[src/ttcpsd_pkg.sv]
package ttcpsd_pkg;

    // Record geometry
    localparam int RECORD_LEN = 512;
    localparam int POS_W      = $clog2(RECORD_LEN + 1);
    localparam int REL_W      = ((POS_W > 11) ? POS_W : 11) + 2;

    // Field widths
    localparam int TIME_W   = 16;
    localparam int DIFF_W   = 17;
    localparam int PED_W    = 18;
    localparam int SAMPLE_W = 14;
    localparam int ACC_W    = 26;
    localparam int RATIO_W  = 14;
    localparam int CNT_W    = 24;
    localparam int GATE_W   = 12;
    localparam int LEAD_W   = 12;
    localparam int OFF_W    = 9;
    localparam int VAL_W    = 19;

    // Divider geometry: 16 quotient bits; quotients beyond the ratio range are clamped
    localparam int QUO_W  = 16;
    localparam int NUM_W  = 40;
    localparam int DEN_W  = ACC_W + 1;
    localparam int DSH_W  = DEN_W + QUO_W - 1;
    localparam int STEP_W = $clog2(QUO_W);

    // Configuration port
    localparam int CFG_IDX_W  = 3;
    localparam int CFG_DATA_W = 16;

    typedef enum logic [CFG_IDX_W-1:0] {
        REG_GATE_LEAD    = 3'd0,
        REG_TAIL_OFFSET  = 3'd1,
        REG_END_OFFSET   = 3'd2,
        REG_NEUTRON_LOW  = 3'd3,
        REG_NEUTRON_HIGH = 3'd4,
        REG_PHOTON_LOW   = 3'd5,
        REG_PHOTON_HIGH  = 3'd6
    } cfg_reg_t;

    localparam logic OP_HEADER = 1'b0;
    localparam logic OP_SAMPLE = 1'b1;

    // Register defaults
    localparam logic [LEAD_W-1:0]        GATE_LEAD_RST    = 12'd320;
    localparam logic [OFF_W-1:0]         TAIL_OFFSET_RST  = 9'd20;
    localparam logic [OFF_W-1:0]         END_OFFSET_RST   = 9'd110;
    localparam logic signed [TIME_W-1:0] NEUTRON_LOW_RST  = 16'sd480;
    localparam logic signed [TIME_W-1:0] NEUTRON_HIGH_RST = 16'sd2400;
    localparam logic signed [TIME_W-1:0] PHOTON_LOW_RST   = -16'sd320;
    localparam logic signed [TIME_W-1:0] PHOTON_HIGH_RST  = 16'sd320;

    localparam logic signed [ACC_W:0] ACC_MAX = 27'sd33554431;
    localparam logic signed [ACC_W:0] ACC_MIN = -27'sd33554432;
    localparam logic [CNT_W-1:0]      CNT_MAX = 24'hFFFFFF;
    localparam logic [QUO_W-1:0]      RATIO_POS_LIM = 16'd8191;
    localparam logic [QUO_W-1:0]      RATIO_NEG_LIM = 16'd8192;

    typedef enum logic [1:0] {
        ST_RUN,
        ST_PREP,
        ST_DIV,
        ST_DONE
    } state_t;

    // Saturating accumulate into the 26 bit signed range
    function automatic logic signed [ACC_W-1:0] sat_add(
        input logic signed [ACC_W-1:0] a,
        input logic signed [VAL_W-1:0] b
    );
        logic signed [ACC_W:0] s;
        s = ACC_W'(0);
        s = {a[ACC_W-1], a} + {{(ACC_W+1-VAL_W){b[VAL_W-1]}}, b};
        if (s > ACC_MAX)
            return ACC_MAX[ACC_W-1:0];
        else if (s < ACC_MIN)
            return ACC_MIN[ACC_W-1:0];
        else
            return s[ACC_W-1:0];
    endfunction

endpackage

[src/tail_total_charge_psd.sv]
// Tail/total charge pulse shape discrimination, one waveform record at a time.
// Input channel (in_valid/in_ready): op 0 is an event header that places the
// integration gate and latches pedestal, time difference and quality; op 1 is
// a waveform sample. Samples transfer at one per cycle while in_ready is high;
// a sample that is not marked last produces nothing. The sample marked last
// produces one result on the output channel (out_valid/out_ready).
// After the last sample the block holds in_ready low while it finishes the
// event: a setup state, the restoring divider for the tail/total ratio
// (skipped for rejected events or non-positive totals), and a state that
// loads the output register.
// The result sits in an output register; while it waits for out_ready the
// block keeps taking items of the next record. Only a second result stalls
// until the first has transferred.
// Configuration is a plain write port (cfg_we, cfg_index, cfg_data), used
// while idle. Reset (rst_n low) restores register defaults, clears the
// record, the class counts and the output valid.
module tail_total_charge_psd (
    input  logic                                   clk,
    input  logic                                   rst_n,
    // configuration
    input  logic                                   cfg_we,
    input  logic [ttcpsd_pkg::CFG_IDX_W-1:0]       cfg_index,
    input  logic [ttcpsd_pkg::CFG_DATA_W-1:0]      cfg_data,
    // input channel
    input  logic                                   in_valid,
    output logic                                   in_ready,
    input  logic                                   op,
    input  logic signed [ttcpsd_pkg::TIME_W-1:0]   far_half_time,
    input  logic signed [ttcpsd_pkg::TIME_W-1:0]   near_half_time,
    input  logic [ttcpsd_pkg::PED_W-1:0]           pedestal,
    input  logic                                   far_good,
    input  logic                                   near_good,
    input  logic                                   far_peak_found,
    input  logic                                   near_peak_found,
    input  logic [ttcpsd_pkg::SAMPLE_W-1:0]        sample_value,
    input  logic                                   last_sample,
    // output channel
    output logic                                   out_valid,
    input  logic                                   out_ready,
    output logic                                   event_accepted,
    output logic signed [ttcpsd_pkg::ACC_W-1:0]    total_charge,
    output logic signed [ttcpsd_pkg::ACC_W-1:0]    tail_charge,
    output logic signed [ttcpsd_pkg::RATIO_W-1:0]  tail_ratio,
    output logic                                   ratio_invalid,
    output logic                                   is_neutron,
    output logic                                   is_photon,
    output logic [ttcpsd_pkg::CNT_W-1:0]           neutron_count,
    output logic [ttcpsd_pkg::CNT_W-1:0]           photon_count
);
    import ttcpsd_pkg::*;

    // Configuration registers
    logic [LEAD_W-1:0]        gate_lead_reg;
    logic [OFF_W-1:0]         tail_offset_reg;
    logic [OFF_W-1:0]         end_offset_reg;
    logic signed [TIME_W-1:0] neutron_low_reg;
    logic signed [TIME_W-1:0] neutron_high_reg;
    logic signed [TIME_W-1:0] photon_low_reg;
    logic signed [TIME_W-1:0] photon_high_reg;

    // Record state
    state_t                   state_reg, state_next;
    logic signed [GATE_W-1:0] gate_reg, gate_next;
    logic [POS_W-1:0]         pos_reg, pos_next;
    logic signed [ACC_W-1:0]  total_reg, total_next;
    logic signed [ACC_W-1:0]  tail_reg, tail_next;
    logic                     ok_reg, ok_next;
    logic signed [DIFF_W-1:0] diff_reg, diff_next;
    logic [PED_W-1:0]         ped_reg, ped_next;
    logic [CNT_W-1:0]         ncnt_reg, ncnt_next;
    logic [CNT_W-1:0]         pcnt_reg, pcnt_next;

    // Divider state
    logic [NUM_W-1:0]         rem_reg, rem_next;
    logic [DSH_W-1:0]         dsh_reg, dsh_next;
    logic [QUO_W-1:0]         quo_reg, quo_next;
    logic [STEP_W-1:0]        step_reg, step_next;

    // Output register
    logic                     out_valid_reg, out_valid_next;
    logic                     acc_out_reg;
    logic signed [ACC_W-1:0]  tot_out_reg;
    logic signed [ACC_W-1:0]  tail_out_reg;
    logic signed [RATIO_W-1:0] ratio_out_reg;
    logic                     inval_out_reg;
    logic                     isn_out_reg;
    logic                     isp_out_reg;

    // Handshake and control
    logic                     in_xfer;
    logic                     out_load;
    logic                     hdr_xfer;
    logic                     smp_xfer;

    // Header datapath
    logic signed [DIFF_W:0]   gate_sum;
    logic signed [DIFF_W-4:0] gate_ns;
    logic signed [DIFF_W-3:0] gate_ns_inc;

    // Sample datapath
    logic signed [REL_W-1:0]  rel_pos;
    logic signed [VAL_W-1:0]  contrib;
    logic [OFF_W-1:0]         win_hi;
    logic                     in_total;
    logic                     in_tail;

    // Divider datapath
    logic [ACC_W-1:0]         tail_mag;
    logic [DSH_W-1:0]         rem_ext;
    logic                     quo_bit;
    logic                     tot_pos;

    // Result datapath
    logic                     res_isn;
    logic                     res_isp;
    logic signed [RATIO_W-1:0] res_ratio;

    assign in_xfer  = in_valid && in_ready;
    assign hdr_xfer = in_xfer && (op == OP_HEADER);
    assign smp_xfer = in_xfer && (op == OP_SAMPLE);

    // Configuration writes
    always_ff @(posedge clk or negedge rst_n)
    begin
        if (!rst_n)
        begin
            gate_lead_reg    <= GATE_LEAD_RST;
            tail_offset_reg  <= TAIL_OFFSET_RST;
            end_offset_reg   <= END_OFFSET_RST;
            neutron_low_reg  <= NEUTRON_LOW_RST;
            neutron_high_reg <= NEUTRON_HIGH_RST;
            photon_low_reg   <= PHOTON_LOW_RST;
            photon_high_reg  <= PHOTON_HIGH_RST;
        end
        else if (cfg_we)
        begin
            unique case (cfg_index)
                REG_GATE_LEAD:    gate_lead_reg    <= cfg_data[LEAD_W-1:0];
                REG_TAIL_OFFSET:  tail_offset_reg  <= cfg_data[OFF_W-1:0];
                REG_END_OFFSET:   end_offset_reg   <= cfg_data[OFF_W-1:0];
                REG_NEUTRON_LOW:  neutron_low_reg  <= cfg_data;
                REG_NEUTRON_HIGH: neutron_high_reg <= cfg_data;
                REG_PHOTON_LOW:   photon_low_reg   <= cfg_data;
                REG_PHOTON_HIGH:  photon_high_reg  <= cfg_data;
                default:          ;
            endcase
        end
    end

    // Gate start: ceil((far - lead)/16), bumped to even, halved
    assign gate_sum    = {{2{far_half_time[TIME_W-1]}}, far_half_time}
                       - {{(DIFF_W+1-LEAD_W){1'b0}}, gate_lead_reg}
                       + (DIFF_W+1)'(15);
    assign gate_ns     = gate_sum[DIFF_W:4];
    assign gate_ns_inc = {gate_ns[DIFF_W-4], gate_ns} + (DIFF_W-2)'(1);

    // Sample windows and contribution
    assign rel_pos  = $signed({{(REL_W-POS_W){1'b0}}, pos_reg})
                    - {{(REL_W-GATE_W){gate_reg[GATE_W-1]}}, gate_reg};
    assign contrib  = $signed({1'b0, sample_value, 4'b0000}) - $signed({1'b0, ped_reg});
    assign win_hi   = (tail_offset_reg > end_offset_reg) ? tail_offset_reg : end_offset_reg;
    assign in_total = (rel_pos >= 0)
                   && (rel_pos < $signed({{(REL_W-OFF_W){1'b0}}, win_hi}));
    assign in_tail  = (rel_pos >= $signed({{(REL_W-OFF_W){1'b0}}, tail_offset_reg}))
                   && (rel_pos < $signed({{(REL_W-OFF_W){1'b0}}, end_offset_reg}));

    // Divider compare/subtract unit
    assign tail_mag = tail_reg[ACC_W-1] ? ACC_W'(-tail_reg) : ACC_W'(tail_reg);
    assign rem_ext  = {{(DSH_W-NUM_W){1'b0}}, rem_reg};
    assign quo_bit  = (rem_ext >= dsh_reg);
    assign tot_pos  = (total_reg > 0);

    // Result classification and ratio clamp
    assign res_isn = ok_reg && (diff_reg > DIFF_W'(neutron_low_reg))
                           && (diff_reg < DIFF_W'(neutron_high_reg));
    assign res_isp = ok_reg && (diff_reg > DIFF_W'(photon_low_reg))
                           && (diff_reg < DIFF_W'(photon_high_reg));

    always_comb
    begin
        res_ratio = '0;
        if (ok_reg && tot_pos)
        begin
            if (!tail_reg[ACC_W-1])
                res_ratio = (quo_reg > RATIO_POS_LIM) ? RATIO_W'(RATIO_POS_LIM)
                                                      : RATIO_W'(quo_reg);
            else
                res_ratio = (quo_reg > RATIO_NEG_LIM) ? -RATIO_W'(RATIO_NEG_LIM)
                                                      : -RATIO_W'(quo_reg);
        end
    end

    // Next state
    always_comb
    begin
        state_next = state_reg;
        unique case (state_reg)
            ST_RUN:
            begin
                if (smp_xfer && last_sample)
                    state_next = ST_PREP;
            end
            ST_PREP:
            begin
                state_next = (ok_reg && tot_pos) ? ST_DIV : ST_DONE;
            end
            ST_DIV:
            begin
                if (step_reg == '0)
                    state_next = ST_DONE;
            end
            ST_DONE:
            begin
                if (!out_valid_reg || out_ready)
                    state_next = ST_RUN;
            end
            default: state_next = ST_RUN;
        endcase
    end

    // State machine outputs
    always_comb
    begin
        in_ready = 1'b0;
        out_load = 1'b0;
        unique case (state_reg)
            ST_RUN:  in_ready = 1'b1;
            ST_PREP: ;
            ST_DIV:  ;
            ST_DONE: out_load = !out_valid_reg || out_ready;
            default: ;
        endcase
    end

    // Datapath next values
    always_comb
    begin
        gate_next  = gate_reg;
        pos_next   = pos_reg;
        total_next = total_reg;
        tail_next  = tail_reg;
        ok_next    = ok_reg;
        diff_next  = diff_reg;
        ped_next   = ped_reg;
        ncnt_next  = ncnt_reg;
        pcnt_next  = pcnt_reg;
        rem_next   = rem_reg;
        dsh_next   = dsh_reg;
        quo_next   = quo_reg;
        step_next  = step_reg;

        // header latches the event and opens a new record
        if (hdr_xfer)
        begin
            gate_next  = gate_ns_inc[GATE_W:1];
            diff_next  = {far_half_time[TIME_W-1], far_half_time}
                       - {near_half_time[TIME_W-1], near_half_time};
            ped_next   = pedestal;
            ok_next    = far_good && near_good && far_peak_found && near_peak_found;
            pos_next   = '0;
            total_next = '0;
            tail_next  = '0;
        end

        // sample accumulation inside the record
        if (smp_xfer && (pos_reg < POS_W'(RECORD_LEN)))
        begin
            if (in_total)
                total_next = sat_add(total_reg, contrib);
            if (in_tail)
                tail_next = sat_add(tail_reg, contrib);
            pos_next = pos_reg + POS_W'(1);
        end

        // divider setup: (|tail|*8192 + total) / (2*total)
        if (state_reg == ST_PREP)
        begin
            rem_next  = {{(NUM_W-ACC_W-13){1'b0}}, tail_mag, 13'b0}
                      + {{(NUM_W-ACC_W){1'b0}}, total_reg};
            dsh_next  = {total_reg, 1'b0, {(QUO_W-1){1'b0}}};
            quo_next  = '0;
            step_next = STEP_W'(QUO_W - 1);
        end

        // one quotient bit per cycle
        if (state_reg == ST_DIV)
        begin
            if (quo_bit)
                rem_next = rem_reg - dsh_reg[NUM_W-1:0];
            quo_next  = {quo_reg[QUO_W-2:0], quo_bit};
            dsh_next  = dsh_reg >> 1;
            step_next = step_reg - STEP_W'(1);
        end

        // result load: bump counts, close the record
        if (out_load)
        begin
            if (res_isn && (ncnt_reg < CNT_MAX))
                ncnt_next = ncnt_reg + CNT_W'(1);
            if (res_isp && (pcnt_reg < CNT_MAX))
                pcnt_next = pcnt_reg + CNT_W'(1);
            pos_next   = '0;
            total_next = '0;
            tail_next  = '0;
            ok_next    = 1'b0;
        end
    end

    // State, record and count registers
    always_ff @(posedge clk or negedge rst_n)
    begin
        if (!rst_n)
        begin
            state_reg <= ST_RUN;
            gate_reg  <= '0;
            pos_reg   <= '0;
            total_reg <= '0;
            tail_reg  <= '0;
            ok_reg    <= 1'b0;
            diff_reg  <= '0;
            ped_reg   <= '0;
            ncnt_reg  <= '0;
            pcnt_reg  <= '0;
            step_reg  <= '0;
        end
        else
        begin
            state_reg <= state_next;
            gate_reg  <= gate_next;
            pos_reg   <= pos_next;
            total_reg <= total_next;
            tail_reg  <= tail_next;
            ok_reg    <= ok_next;
            diff_reg  <= diff_next;
            ped_reg   <= ped_next;
            ncnt_reg  <= ncnt_next;
            pcnt_reg  <= pcnt_next;
            step_reg  <= step_next;
        end
    end

    // Divider payload registers
    always_ff @(posedge clk)
    begin
        rem_reg <= rem_next;
        dsh_reg <= dsh_next;
        quo_reg <= quo_next;
    end

    // Output register
    always_comb
    begin
        out_valid_next = out_valid_reg;
        if (out_load)
            out_valid_next = 1'b1;
        else if (out_ready)
            out_valid_next = 1'b0;
    end

    always_ff @(posedge clk or negedge rst_n)
    begin
        if (!rst_n)
            out_valid_reg <= 1'b0;
        else
            out_valid_reg <= out_valid_next;
    end

    always_ff @(posedge clk)
    begin
        if (out_load)
        begin
            acc_out_reg   <= ok_reg;
            tot_out_reg   <= ok_reg ? total_reg : '0;
            tail_out_reg  <= ok_reg ? tail_reg : '0;
            ratio_out_reg <= res_ratio;
            inval_out_reg <= ok_reg && !tot_pos;
            isn_out_reg   <= res_isn;
            isp_out_reg   <= res_isp;
        end
    end

    assign out_valid      = out_valid_reg;
    assign event_accepted = acc_out_reg;
    assign total_charge   = tot_out_reg;
    assign tail_charge    = tail_out_reg;
    assign tail_ratio     = ratio_out_reg;
    assign ratio_invalid  = inval_out_reg;
    assign is_neutron     = isn_out_reg;
    assign is_photon      = isp_out_reg;
    assign neutron_count  = ncnt_reg;
    assign photon_count   = pcnt_reg;

endmodule

[config.mk]
export PLATFORM = sky130hd
export DESIGN_NAME = tail_total_charge_psd
export DESIGN_NICKNAME = d
export VERILOG_FILES = /design/src/ttcpsd_pkg.sv /design/src/tail_total_charge_psd.sv
export SDC_FILE = /design/constraint.sdc
export NUM_CORES = 1
export LEC_CHECK = 0
export BUFFER_PORTS_ARGS = -buffer_cell sky130_fd_sc_hd__buf_2
export CAP_MARGIN = 20
export CORE_MARGIN = 8
export CORE_UTILIZATION = 56
export DETAILED_ROUTE_END_ITERATION = 16
export PLACE_DENSITY = 0.78
export SLEW_MARGIN = 10
export SYNTH_ARGS = -nofsm -noshare
export SYNTH_HDL_FRONTEND = slang
export SYNTH_SLANG_ARGS = --single-unit
export TNS_END_PERCENT = 5
[constraint.sdc]
create_clock -name clk -period 5.4 [get_ports clk]
set_clock_uncertainty 0.05 [all_clocks]
set_input_delay 0.81 -clock clk [delete_from_list [all_inputs] [get_ports clk]]
set_output_delay 0.81 -clock clk [all_outputs]
set_load 0.005 [all_outputs]
==> results.cfg <==
[worst_setup_path]
crit_path_end = tail_reg[1]
ff2ff_setup_slack_ns = 0.36
critPathKind = reg -> reg
critPathMaxFanout = 19
setup.worst_path.end_class = flop
crit_path_start = ped_reg[0]
r2r_cells = 23
worstReg2RegEnd = tail_reg[1]
crit-reg2reg-launch = ped_reg[0]
start_kind = flop
cp.arrival_ns = 5.42
cp_data_required_time_ns = 5.79

[power_and_ir_drop]
p_switching_mw = 7.42
leakagePower_nw = 15.6
pwr-share-comb_pct = 51.3
powerDensity_nw_per_um2 = 543
power_mw = 17.6
p_clk_share_pct = 19.9
pwr-share-seq_pct = 28.8
ir_worst_vdd_mv = 0.327
p_int_mw = 10.2
switching_share_pct = 42.2

[sta]
final_hold_viol_count = 0
setup_viol = 0
tns_ns = 0
clock.fmax_ghz = 0.199
period_needed_ns = 5.04
timing.hold.ws_ns = 0.238
drv_slew = 0
slew_headroom_pct = 27.8
rsz0062_at_grt = false
fin_crit_sh_pct = 93.3
postLayoutSetupSlackWorst_ns = 0.364
worstMarginPinSlew_ns = 1.08

[clock_network]
cts_made_buffers = 48
htreeDepth = 2
cts_hold_buf = 0
clkLatencyLatePin_ns = 0.61
postCtsSetupBuffers = 0
root_buffer = clkbuf_16
cts.reportedPaths.clkPinSlew_ns = 0.06
cts_max_path_buffers = 3
ctsResizeCount = 0
clock-sinks = 427
cts_tree = built

[yosys]
synthArstFlopShare_pct = 60.7
synth_cell_type_count = 87
synth_edf_count = 127
synth_nets = 3493
synthCells = 3109
synth-seq-cells = 427
syn_area_um2 = 28700
synthFlopType = dfrtp_1
ys_seq_area_share_pct = 38.8
yosysWarnings = 0
avgSynthCellArea_um2 = 9.23

[final_layout]
fin_nets = 3708
fin_area_um2 = 32400
multi_input_area_um2 = 16300
fillerInstances = 4103
postLayoutCoreUtil_pct = 63.6
finalNonFillerCells = 4044
synthToLayoutAreaGrowth_pct = 12.9
num_antenna_cells = 0
drive_above_1_share_pct = 14.9
largest_reg_flops = 42
final-seq-area_um2 = 11200

[place]
dpl_cell_area_um2 = 30700
place_ws_ns = -0.132
dpl.hpwl_um = 59600
portBuffers = 213
placed_cells = 3951
finalWeightedCongestion = 0.927

[floorplanning]
num_rows = 83
die_area_um2 = 58800
die-height_um = 242
num_io_pins = 214
initial_utilization_pct = 56.3
core-area_um2 = 51000
die_x_um = 242

[grt]
grt_antenna_before_repair = 1
grt_max_degree = 126
grt_pass1_wl_um = 128000
grt_pass1_vias = 24188
grt_usage_pct = 26.4
grt_overflow_total = 0

[routing]
num_vias = 24205
avgRoutedWirePerCell_um = 19.9
firstDrtPassIters = 6
drt_iter0_drc = 2099
ant_nets = 0
post-route-drc-count = 0
vias_per_cell = 5.99
routed_wl_um = 80400

[min_path]
hp-class = in -> async

[run_status]
status = finished, final reports clean

[run]
maxCapViolations = 0
cells in the mapped netlist (29+ instances only):
master	number	area share [%]
inv_1	240	3.1
a21o_1	80	2.1
xor2_1	66	2.0
nor3_1	60	1.0
dfxtp_1	41	2.9
mux2_2	79	3.1
and2_1	96	2.1
xnor2_1	157	4.8
o21a_1	37	0.97
a21oi_1	222	3.9
nor2_1	169	2.2
o21ai_0	236	4.1
clkbuf_1	89	1.2
dfrtp_1	231	20
nand2_1	324	4.2
nor2b_1	30	0.65
mux2i_1	32	1.1
nand4_1	41	0.89
nand3_1	69	1.2
ha_1	284	12
a211oi_1	29	0.76
edfxtp_1	127	13
nand2b_1	29	0.63
cells by family (layout without fill, tap and decap cells):
| kind of cell | after synthesis | count (layout) | share of synthesized area, % |
|---|---|---|---|
| muxes | 112 | 112 | 4.27 |
| buffers and inverters | 343 | 598 | 4.56 |
| adders and majority gates | 292 | 292 | 12.9 |
| DFF | 427 | 427 | 38.8 |
| xor gates and xnor gates | 223 | 223 | 6.80 |
| and+or+nand+nor | 928 | 928 | 15.7 |
| AOI/OAI and AO/OA | 784 | 784 | 16.9 |
cell type report:
cell class,instances,area share [%]
inverters,241,2.80
multi-input cells,2339,50.3
clock buffers,62,4.08
repair buffers,267,4.65
flip-flops and latches,427,34.4
clock inverters,28,1.11
well taps,680,2.62
per-layer routing:
metal  track usage [%]  part of all wire (%)  routed length (um)  vias to the layer above
li1                  -                     -                   -                    11488
met1              34.0                    42               34100                    11743
met2              44.6                    48               38600                      811
met3              4.57                   6.5                5250                      163
met4              8.50                   3.0                2450                        0
met5                 0                     0                   0                        -
cell usage in the layout (no fill, tap or decap), drive strengths merged, types with 16 or more instances in the layout:
cell type / count
inv: 243
dfstp: 28
dfxtp: 41
nand2: 324
xnor2: 157
ha: 284
a21o: 80
nand4: 41
a211oi: 29
dfrtp: 231
nand2b: 29
mux2: 80
o211ai: 19
nor2b: 30
a21oi: 222
o21ai: 237
mux2i: 32
buf: 267
and2: 98
or3: 18
xor2: 66
nor4: 16
o21a: 37
and3: 24
clkbuf: 62
nor3: 61
a31oi: 26
edfxtp: 127
clkinv: 17
a22oi: 26
nand3: 70
nor2: 169
power by group through the flow:
stage / sequential, mW / clock [mW] / combinational, mW
after detailed placement: 5.10 / 0 / 8.80
after global placement: 5.07 / 0 / 8.49
final: 5.07 / 3.50 / 9.04
after CTS: 5.05 / 3.54 / 8.90
after floorplan: 4.90 / 0 / 6.57
after global routing: 5.16 / 3.68 / 10.0
worst min path at each step:
stage / cells past startpoint / to / from / slack, ns
2_1_floorplan: 2 / gate_reg[1] / gate_reg[1] / 0.40
3_5_place_dp: 1 / photon_count[4] / photon_count[4] / 0.43
4_1_cts: 1 / photon_high_reg[9] / rst_n / 0.29
6_report: 1 / photon_high_reg[9] / rst_n / 0.24
5_1_grt: 1 / photon_high_reg[9] / rst_n / 0.32
3_3_place_gp: 2 / gate_reg[6] / gate_reg[6] / 0.42
worst max-delay path, cell delays in order, from the launching register on:
cell and delay [ns]:
dfrtp_1 0.50, inv_1 0.13, ha_1 0.25, a31oi_2 0.23, o21a_1 0.19, o211ai_1 0.13, and3_1 0.21, o21a_1 0.18
o21ai_0 0.22, a21oi_1 0.13, o21a_1 0.19, nor2_2 0.12, ha_1 0.26, a21o_1 0.19, a21o_1 0.18, a21o_1 0.19
a21o_1 0.19, a211o_1 0.29, a41o_1 0.21, a21oi_1 0.18, nor2_1 0.08, a21oi_1 0.19, buf_4 0.29, a221oi_1 0.12
Power figures use the tool's default switching activity.
